### config.mk
export PLATFORM = sky130hd
export DESIGN_NAME = dnd_queue
export DESIGN_NICKNAME = d
export VERILOG_FILES = /design/src/rtl/assert_macros.svh /design/src/rtl/dnd_pkg.sv /design/src/rtl/dnd_queue.sv
export SDC_FILE = /design/constraint.sdc
export NUM_CORES = 1
export LEC_CHECK = 0
export ABC_AREA = 1
export BUFFER_PORTS_ARGS = -buffer_cell sky130_fd_sc_hd__buf_4
export CORE_AREA = 8 8 77 79
export DETAILED_ROUTE_END_ITERATION = 10
export DIE_AREA = 0 0 85 87
export SYNTH_ARGS = -nofsm -noshare
export SYNTH_HDL_FRONTEND = slang
export SYNTH_SLANG_ARGS = --single-unit
### constraint.sdc
create_clock -name aclk -period 2.3 [get_ports aclk]
set_input_delay 0.115 -clock aclk [delete_from_list [all_inputs] [get_ports aclk]]
set_output_delay 0.115 -clock aclk [all_outputs]
set_load 0.01 [all_outputs]
### src/rtl/assert_macros.svh
// Assertion macros used by the RTL walker module.
`ifndef ASSERT_MACROS_SVH
`define ASSERT_MACROS_SVH

// Concurrent check on aclk, muted while aresetn is low.
`define DND_ASSERT(lbl, prop) \
    lbl: assert property (@(posedge aclk) disable iff (!aresetn) prop) \
        else $error("assertion failed");

// Implication form: when the condition holds, the consequence holds too.
`define DND_ASSERT_IMP(lbl, cond, conseq) \
    lbl: assert property (@(posedge aclk) disable iff (!aresetn) (cond) |-> (conseq)) \
        else $error("assertion failed");

`endif

### src/rtl/dnd_pkg.sv
// Shared types and constants of the DNS name decompressor.
`timescale 1ns / 1ps

package dnd_pkg;

    localparam int MESSAGE_DEPTH   = 4096;
    localparam int MAX_NAME_LENGTH = 255;
    localparam int MSG_AW          = $clog2(MESSAGE_DEPTH);
    localparam int NAME_AW         = $clog2(MAX_NAME_LENGTH);
    localparam int POS_W           = 15;
    localparam int TOT_W           = 9;
    localparam int LEN_W           = 13;

    localparam logic OP_LOAD = 1'b0;
    localparam logic OP_NAME = 1'b1;

    localparam logic [2:0] ST_OK          = 3'd0;
    localparam logic [2:0] ST_OOB         = 3'd1;
    localparam logic [2:0] ST_BAD_POINTER = 3'd2;
    localparam logic [2:0] ST_OVERFLOW    = 3'd3;
    localparam logic [2:0] ST_BAD_LENGTH  = 3'd4;

    typedef enum logic {
        REQ_LOAD,
        REQ_NAME
    } req_kind_t;

    typedef struct packed {
        logic        operation;
        logic [11:0] offset;
        logic [7:0]  byte_value;
    } in_item_t;

    typedef struct packed {
        logic [63:0] name_bytes;
        logic [3:0]  byte_count;
        logic        last;
        logic [2:0]  status;
        logic [7:0]  total_length;
    } out_item_t;

    typedef struct packed {
        req_kind_t   kind;
        logic [11:0] offset;
        logic [7:0]  byte_value;
    } req_t;

endpackage

### src/rtl/dnd_queue.sv
// Two-entry request queue between intake and the name walker.
`timescale 1ns / 1ps

module dnd_queue (
    input  logic          aclk,
    input  logic          aresetn,
    input  logic          push,
    input  dnd_pkg::req_t push_data,
    output logic          full,
    output logic          q_valid,
    input  logic          q_ready,
    output dnd_pkg::req_t q_data
);

    dnd_pkg::req_t slot_reg [2];
    logic       wr_ptr_reg;
    logic       rd_ptr_reg;
    logic [1:0] count_reg;
    logic       pop;

    assign pop     = q_valid && q_ready;
    assign full    = (count_reg == 2'd2);
    assign q_valid = (count_reg != 2'd0);
    assign q_data  = slot_reg[rd_ptr_reg];

    always_ff @(posedge aclk) begin
        if (push) begin
            slot_reg[wr_ptr_reg] <= push_data;
        end
    end

    always_ff @(posedge aclk) begin
        if (!aresetn) begin
            wr_ptr_reg <= 1'b0;
            rd_ptr_reg <= 1'b0;
            count_reg  <= 2'd0;
        end else begin
            if (push) begin
                wr_ptr_reg <= !wr_ptr_reg;
            end
            if (pop) begin
                rd_ptr_reg <= !rd_ptr_reg;
            end
            case ({push, pop})
                2'b10:   count_reg <= count_reg + 2'd1;
                2'b01:   count_reg <= count_reg - 2'd1;
                default: count_reg <= count_reg;
            endcase
        end
    end

endmodule

Word-level counts from Yosys, hierarchy flattened. Memories as Yosys holds them, arrays and structs flattened. A register that Yosys moved wholly into a read port is not among the register bits. Index checks and enable logic that the tools add are counted.

Memories: 1. Logic and storage cells: 19. Output and inout port bits: 23. RAM bits: 42. Register bits: 4.

Memory list: slot_reg (words 2, bits a word 21, read ports 1, clocked after memory_dff 1, write ports 1, RTL line dnd_queue.sv:15) `dnd_pkg::req_t slot_reg [2];`.

Reduce and logical (&&, ||, !) cells: 5. Mux-type cells: 5. Eq/ne operators: 3. Add/sub/neg operators: 2.

Operators with widths (number): $eq 2x2->1 const B (2); $mux 1 (4); $pmux 2 s2 (1); $reduce_bool 2->1 (2); $add 2x1->2 const B (1); $eq 2x1->1 const B (1); $logic_not 1->1 (2); $sub 2x1->2 const B (1); $logic_and 1x1->1 (1).

Longest topological paths before layout. Gate-level depths: netlist (run 1).

Depth in word-level cells: 4. Gate-level depth with buffers: 7. Mapped depth without buffers: 7.

Worst setup path after synthesis (run 1). Ideal clock, no wire load.

Kind: register to register. Start: register wr_ptr_reg. End: memory slot_reg[0][0] (netlist bit), enable pin. Arrival: 1.224 ns. Period minus slack after synthesis: 1.623 ns. Data required time: 1.901 ns. Setup time: 0.399 ns. Cell stages (with the launch flop): 2. Path slack: 0.677 ns. Buffers on the path: 0. Path through: dfxtp_1 nor2_1.

RTL lines: start, declared (RTL line dnd_queue.sv:16) `logic wr_ptr_reg;`; start signal, assigned (RTL line dnd_queue.sv:39) `wr_ptr_reg <= !wr_ptr_reg;`; end, declared (RTL line dnd_queue.sv:15).

No word-level cell before the write port.

==> out/qor_table.md, run 1 <==
| Quantity | This run |
|:---|:---|
| Leakage Power | 1.003 nW |
| Distinct cell type count of the synthesized netlist | 14 |
| Wire length of the first global-routing pass | 5147 µm |
| Number of buffers inserted by hold repair at cts | 7 |
| Flip-flop count of the largest register after layout | 42 |
| Final worst clock skew | 0.007530 ns |
| Placed Instance Area | 0.002263 mm² |
| Number of resized instances in the post-cts repair step | 0 |
| Chip Height | 87 µm |
| Maximum resistive drop on vdd | 0.3738 mV |
| Placeable core area | 0.004847 mm² |
| Top cell by count, worst path | sky130_fd_sc_hd__buf_4 |
| Yosys warnings | 0 |
| Simple-gate area share of the yosys netlist | 4.511% |
| Clock root buffer | sky130_fd_sc_hd__clkbuf_8 |
| First DRT Iteration DRCs | 43 |
| Average wire per standard cell | 14.45 µm |
| Maximum fanout count along the critical path | 8 |
| Post-Synthesis Cells | 101 |
| Hold Violations, Final | 0 |
| Antenna cell count | 0 |
| Routability congestion estimate | 0.6319 |
| Sum of routed wire length over all layers | 3252 µm |
| Global-route met1 utilization | 8.443% |
| Share of the synthesized area in compound gates (AO/OA/AOI/OAI) | 0.9569% |
| Setup repair after global routing missed its margin | no |
| Initial core utilization | 37.76% |
| Sequential cell area | 0.001361 mm² |
| Required time reported for the critical path endpoint | 2.18 ns |
| Maximum buffer depth of the clock tree | 2 |
| Inserted Clock Buffers | 5 |
| Startpoint class of the critical path | register |
| Fraction of layout instances using a drive strength above 1 | 46.75% |
| Max-slew violation total from the final report | 0 |
| Final total negative setup slack | 0 ns |
| Die area | 0.007395 mm² |
| Post-synthesis cell area | 0.001831 mm² |
| Tcrit/Tclk final | 75.62% |
| Worst Hold Class | primary input to register |
| Worst slack on hold paths | 0.01215 ns |
| GRT Residual Overflow | 0 |
| Dominant combinational cell family by area after synthesis | multiplexers |
| Area growth from synthesis to final layout | 34.24% |
| Antenna violations before repair | 0 |
| Critical path's largest stage delay | 0.56 ns |
| Slew at the pin closest to its max-slew limit | 0.3830 ns |
| Final non-filler cell total | 225 |
| Synthesized Nets | 127 |
| Max frequency | 0.5749 GHz |
| Count of final setup violators | 0 |
| Vias in the first global route | 1145 |
| Number of primary I/O pins | 48 |
| Critical Path Slowest Stage Cell | sky130_fd_sc_hd__dfxtp_1 |
| Final core area utilization | 50.70% |
| Number of rows created at floorplan | 26 |
| Status | completed |
| Antenna viol nets, final | 0 |
| M3 GR Usage | 3.774% |
| H-tree Lvls | 2 |
| Combined global-route utilization of all metal layers | 9.012% |
| Clock tree sinks | 47 |
| Non-Filler Cell Area, Final | 0.002457 mm² |
| Power per Cell Area | 738.8 mW/mm² |
| Estimated wirelength of the detail-placed design | 2446 µm |
| Critical path class | register to output port |
| Synthesized flop and latch total | 47 |
| Remaining DRCs | 0 |
| Crit path capture type | output port |
| Buffer count from post-CTS setup fixing | 0 |
| Input/output buffers | 47 |
| Net count, final | 194 |
| Chain of cells forming the critical path | buf_4 > mux2_2 > buf_4 |
| Critical Path AT | 1.62 ns |
| Shortest period the worst path allows | 1.739 ns |
| Footprint of the multi-input gates | 426.7 µm² |
| Drt via density | 4.564 |
| Post-synthesis area per instance | 18.12 µm² |
| Clk slew on worst S/H paths | 0.08 ns |
| Sequential element share of the synthesized area | 74.37% |
| Count of maximum capacitance violations | 0 |
| TritonCTS clock tree | done |
| FILL cells | 428 |
| Headroom to the max-slew limit | 74.43% |
| Total via count after detailed routing | 1027 |
| Placed Cells incl. Taps | 206 |
| Source-to-sink clock delay at the later pin of the worst-skew pair | 0.29 ns |
| Peak-usage layer in the global routing report | met2 |
| Adder-Cell Fraction of Synth Area | 0.6835% |
| Maximum number of pins on one net before global-route repair | 22 |
| XOR/XNOR Fraction of Synth Area | 0% |
| Mux share of post-synthesis cell area | 17.02% |
| Global Route met2 Usage | 16.55% |
| Total iterations of the first detailed-routing run | 4 |
| Die width | 85 µm |
==> routing by layer <==
layer | up-vias | wire (µm)
li1 | 501 | -
met1 | 489 | 1228
met2 | 32 | 1752
met3 | 5 | 227
met4 | 0 | 43
met5 | - | 0
==> area by class of cell <==
cell class	instances	share of cell area (%)
Clock buffer	7	3.106
Multi-Input combinational cell	46	17.36
Sequential cell	47	55.40
Clock inverter	1	0.3055
Timing Repair Buffer	62	20.06
Tap cell	56	2.851
Inverter	6	0.9165
==> worst paths after layout <==
kind / endpoint / slack [ns] / start / cells after the start
worst min-delay path: slot_reg[1][18] / 0.01 / push_data[18] / 1
worst max register to register: count_reg[1] / 0.97 / count_reg[1] / 7
worst max-delay path: q_data[9] / 0.56 / register / 3
worst min register to register: rd_ptr_reg / 0.50 / rd_ptr_reg / 2
==> worst max-delay path: cells and delay by family, from the launching register on <==
kind	cells	cell delay, ns
flip-flops	1	0.56
buffers and inverters	2	0.42
multiplexers	1	0.36
==> power breakdown <==
| part | internal, mW | leakage, nW | switching [mW] | total (mW) |
|---|---|---|---|---|
| Sequential | 0.986 | 0.436 | 0.0262 | 1.01 |
| Clock | 0.215 | 0.0385 | 0.242 | 0.457 |
| Combinational | 0.202 | 0.529 | 0.145 | 0.347 |
| Total | 1.40 | 1.00 | 0.413 | 1.82 |
==> placed cells by master (no fill, tap or decap) <==
cell / count
sky130_fd_sc_hd__nand4_1: 1
sky130_fd_sc_hd__clkbuf_1: 2
sky130_fd_sc_hd__o21a_1: 1
sky130_fd_sc_hd__o21ai_0: 1
sky130_fd_sc_hd__ha_1: 1
sky130_fd_sc_hd__mux2_2: 1
sky130_fd_sc_hd__inv_1: 6
sky130_fd_sc_hd__dlygate4sd3_1: 11
sky130_fd_sc_hd__a21oi_1: 1
sky130_fd_sc_hd__nor2_1: 10
sky130_fd_sc_hd__mux2_4: 20
sky130_fd_sc_hd__edfxtp_1: 42
sky130_fd_sc_hd__clkinvlp_4: 1
sky130_fd_sc_hd__nor2_2: 1
sky130_fd_sc_hd__nand3_1: 1
sky130_fd_sc_hd__dfxtp_1: 5
sky130_fd_sc_hd__clkbuf_8: 5
sky130_fd_sc_hd__buf_4: 51
sky130_fd_sc_hd__nand2_1: 8
==> cells in the mapped netlist <==
master	n	area share [%]
sky130_fd_sc_hd__mux2_2	1	0.62
sky130_fd_sc_hd__ha_1	1	0.68
sky130_fd_sc_hd__a21oi_1	1	0.27
sky130_fd_sc_hd__nand2_1	8	1.6
sky130_fd_sc_hd__nor2_1	11	2.3
sky130_fd_sc_hd__o21a_1	1	0.41
sky130_fd_sc_hd__o21ai_0	1	0.27
sky130_fd_sc_hd__nand3_1	1	0.27
sky130_fd_sc_hd__buf_6	2	1.2
sky130_fd_sc_hd__nand4_1	1	0.34
sky130_fd_sc_hd__dfxtp_1	5	5.5
sky130_fd_sc_hd__inv_1	6	1.2
sky130_fd_sc_hd__mux2_4	20	16
sky130_fd_sc_hd__edfxtp_1	42	69
==> logic make-up (layout without fill, tap and decap cells) <==
family	Yosys count	after routing
buffers and inverters	8	76
and+or+nand+nor	21	21
AOI/OAI and AO/OA	3	3
DFF	47	47
muxes	21	21
adders and majority gates	1	1
==> metrics by stage <==
stage | worst slack [ns] | total power [mW]
floorplan | 0.6774 | 1.218
detailed placement | 0.8585 | 1.370
global route | 0.4860 | 1.902
finish | 0.5606 | 1.815
global placement | 0.8860 | 1.361
CTS | 0.5273 | 1.842
Power figures use the tool's default switching activity.
==> run 2: changes to the inputs <==
clock period = 1.6 ns   (was 2.3 ns; I/O delays follow)
==> run 2 against run 1 <==
  * Non-clock buffer count is 10 higher
  * Hold slack better by 0.029 ns
  * Sequential power is 44% higher
  * Clock power is 41% higher
  * Power is 44% higher
  * Critical path depth stayed put
  * Clock-buffer cell count is 2 lower
  * Global-route usage is 0.97 points higher
  * Utilization is 1.9 points higher
  * Cell count is 4.0% higher
  * Critical path type unchanged
==> out/qor_table.md, run 2 (synthesis results as in run 1) <==
| Quantity | This run | Delta |
|:---|:---|:---|
| Antenna viol nets, final | 0 | unchanged |
| Crit path capture | q_data[17] |  |
| Clock root buffer | sky130_fd_sc_hd__clkbuf_8 |  |
| Required time reported for the critical path endpoint | 1.52 ns | -0.66 ns |
| Setup slack of the most critical reg-to-reg path | 0.29 ns | -0.68 ns |
| Net count, final | 204 | +5.2% |
| Status | completed |  |
| Initial core utilization | 37.76% | unchanged |
| Wire length of the first global-routing pass | 5858 µm | +14% |
| Final non-filler cell total | 234 | +4.0% |
| Min-Delay Path Depth | 3 | +2 |
| Chip Height | 87 µm | unchanged |
| Setup repair after global routing missed its margin | no |  |
| Clock tree sinks | 47 | unchanged |
| Number of primary I/O pins | 48 | unchanged |
| Critical path class | register to output port |  |
| Drt via density | 4.573 | +0.18% |
| Critical Path AT | 1.38 ns | -0.24 ns |
| Number of rows created at floorplan | 26 | unchanged |
| Leakage Power | 1.048 nW | +4.5% |
| FILL cells | 412 | -3.7% |
| Estimated wirelength of the detail-placed design | 2423 µm | -0.93% |
| Reg-to-reg startpoint | count_reg[0] |  |
| Area growth from synthesis to final layout | 39.37% |  |
| Antenna cell count | 0 | unchanged |
| Clk slew on worst S/H paths | 0.07 ns | about the same |
| Source-to-sink clock delay at the later pin of the worst-skew pair | 0.29 ns | about the same |
| Number of cell instances on the worst register-to-register path | 7 | unchanged |
| Global Route met2 Usage | 19.03% | +2.5 points |
| Power per Cell Area | 1027 mW/mm² | +39% |
| Top cell by count, worst path | sky130_fd_sc_hd__buf_4 |  |
| Crit path capture type | output port |  |
| Count of maximum capacitance violations | 0 | unchanged |
| Fraction of layout instances using a drive strength above 1 | 44.38% | -2.4 points |
| Final total negative setup slack | 0 ns | unchanged |
| Maximum number of pins on one net before global-route repair | 22 | unchanged |
| Total via count after detailed routing | 1070 | +4.2% |
| Max-slew violation total from the final report | 0 | unchanged |
| Maximum fanout count along the critical path | 14 | +6 |
| Antenna violations before repair | 0 | unchanged |
| Tcrit/Tclk final | 91.16% |  |
| Average wire per standard cell | 14.88 µm | +3.0% |
| Die width | 85 µm | unchanged |
| Vias in the first global route | 1308 | +14% |
| GRT Residual Overflow | 0 | unchanged |
| Count of final setup violators | 0 | unchanged |
| Routability congestion estimate | 0.6217 | -1.6% |
| Inserted Clock Buffers | 5 | unchanged |
| Startpoint class of the critical path | register |  |
| Reg2reg end | count_reg[1] |  |
| H-tree Lvls | 2 | unchanged |
| Final worst clock skew | 0.005748 ns | -0.001781 ns |
| Placeable core area | 0.004847 mm² | unchanged |
| Headroom to the max-slew limit | 80.27% | +5.8 points |
| M3 GR Usage | 3.585% | -0.19 points |
| Critical Path Slowest Stage Cell | sky130_fd_sc_hd__dfxtp_1 |  |
| Die area | 0.007395 mm² | unchanged |
| TritonCTS clock tree | done |  |
| Maximum buffer depth of the clock tree | 2 | unchanged |
| Commonest non-fill, non-tap cell in the layout | sky130_fd_sc_hd__buf_4 |  |
| Total iterations of the first detailed-routing run | 4 | unchanged |
| First DRT Iteration DRCs | 88 | +100% |
| Shortest period the worst path allows | 1.459 ns |  |
| Hold Violations, Final | 0 | unchanged |
| Maximum resistive drop on vdd | 0.6582 mV | +76% |
| Max frequency | 0.6856 GHz |  |
| Combined global-route utilization of all metal layers | 9.982% | +0.97 points |
| Placed Cells incl. Taps | 206 | unchanged |
| Number of resized instances in the post-cts repair step | 0 | unchanged |
| Critical path's largest stage delay | 0.34 ns | -0.22 ns |
| Sum of routed wire length over all layers | 3482 µm | +7.1% |
| Input/output buffers | 47 | unchanged |
| Worst Hold Class | primary input to register |  |
| Slew at the pin closest to its max-slew limit | 0.2959 ns | -0.08711 ns |
| Global-route met1 utilization | 9.429% | +0.99 points |
| Peak-usage layer in the global routing report | met2 |  |
| Remaining DRCs | 0 | unchanged |
| Chain of cells forming the critical path | buf_4 > mux2_4 > buf_4 |  |
| Top library cells by usage in the layout, fill and taps aside | sky130_fd_sc_hd__buf_4 (51), sky130_fd_sc_hd__edfxtp_1 (42), sky130_fd_sc_hd__dlygate4sd3_1 (21) |  |
| Flip-flop count of the largest register after layout | 42 | unchanged |
[run 2: through the flow]
stage	power [mW]	hold slack, ns	utilization, %	setup WS [ns]	area, µm²
finish	2.621	0.04111	52.63	0.1414	2551
global route	2.748	0.06370	52.63	0.07214	2551
CTS	2.667	0.03639	52.63	0.1180	2551
detailed placement	1.975	0.2677	46.70	0.3234	2263
global placement	1.948	0.2659	46.70	0.4203	2263
floorplan	1.752	0.1789	-	0.3139	1833
[run 2: power by group]
part           switching (mW)  internal [mW]
clock network           0.352          0.291
registers              0.0286           1.42
logic                   0.226          0.306
total                   0.607           2.01
[run 2: worst min-delay path by stage]
stage                          end  slack, ns          from
global placement    slot_reg[0][0]       0.27  push_data[0]
finish                  wr_ptr_reg       0.04          push
global route          count_reg[1]       0.06       aresetn
CTS                     wr_ptr_reg       0.04          push
floorplan           slot_reg[0][0]       0.18  push_data[0]
detailed placement  slot_reg[1][7]       0.27  push_data[7]
[run 2: layout make-up]
| type | instances | area [µm²] | area share [%] |
|---|---|---|---|
| Timing Repair Buffer | 72 | 593.1 | 23.25 |
| Inverter | 6 | 22.52 | 0.8828 |
| Clock inverter | 2 | 8.758 | 0.3433 |
| Clock buffer | 5 | 68.82 | 2.697 |
| Sequential cell | 47 | 1361 | 53.36 |
| Tap cell | 56 | 70.07 | 2.746 |
| Multi-Input combinational cell | 46 | 426.7 | 16.72 |
[run 2: layer usage]
| metal | wire length (µm) | part of all wire, % | vias to the layer above |
|---|---|---|---|
| met5 | 0 | 0 | - |
| met3 | 196 | 5.6 | 4 |
| li1 | - | - | 519 |
| met2 | 1863 | 54 | 25 |
| met1 | 1400 | 40 | 522 |
| met4 | 22 | 0.63 | 0 |
[run 2: worst max-delay path, delay by kind of cell, from the launching register on]
kind	cells	cell delay [ns]
mux	1	0.33
flops	1	0.34
buf+inv	2	0.42
[run 2: timing repair]
action                    in CTS  in global routing
hold endpoints to repair      42                  0
buffers inserted               0                  0
hold buffers                  21                  0
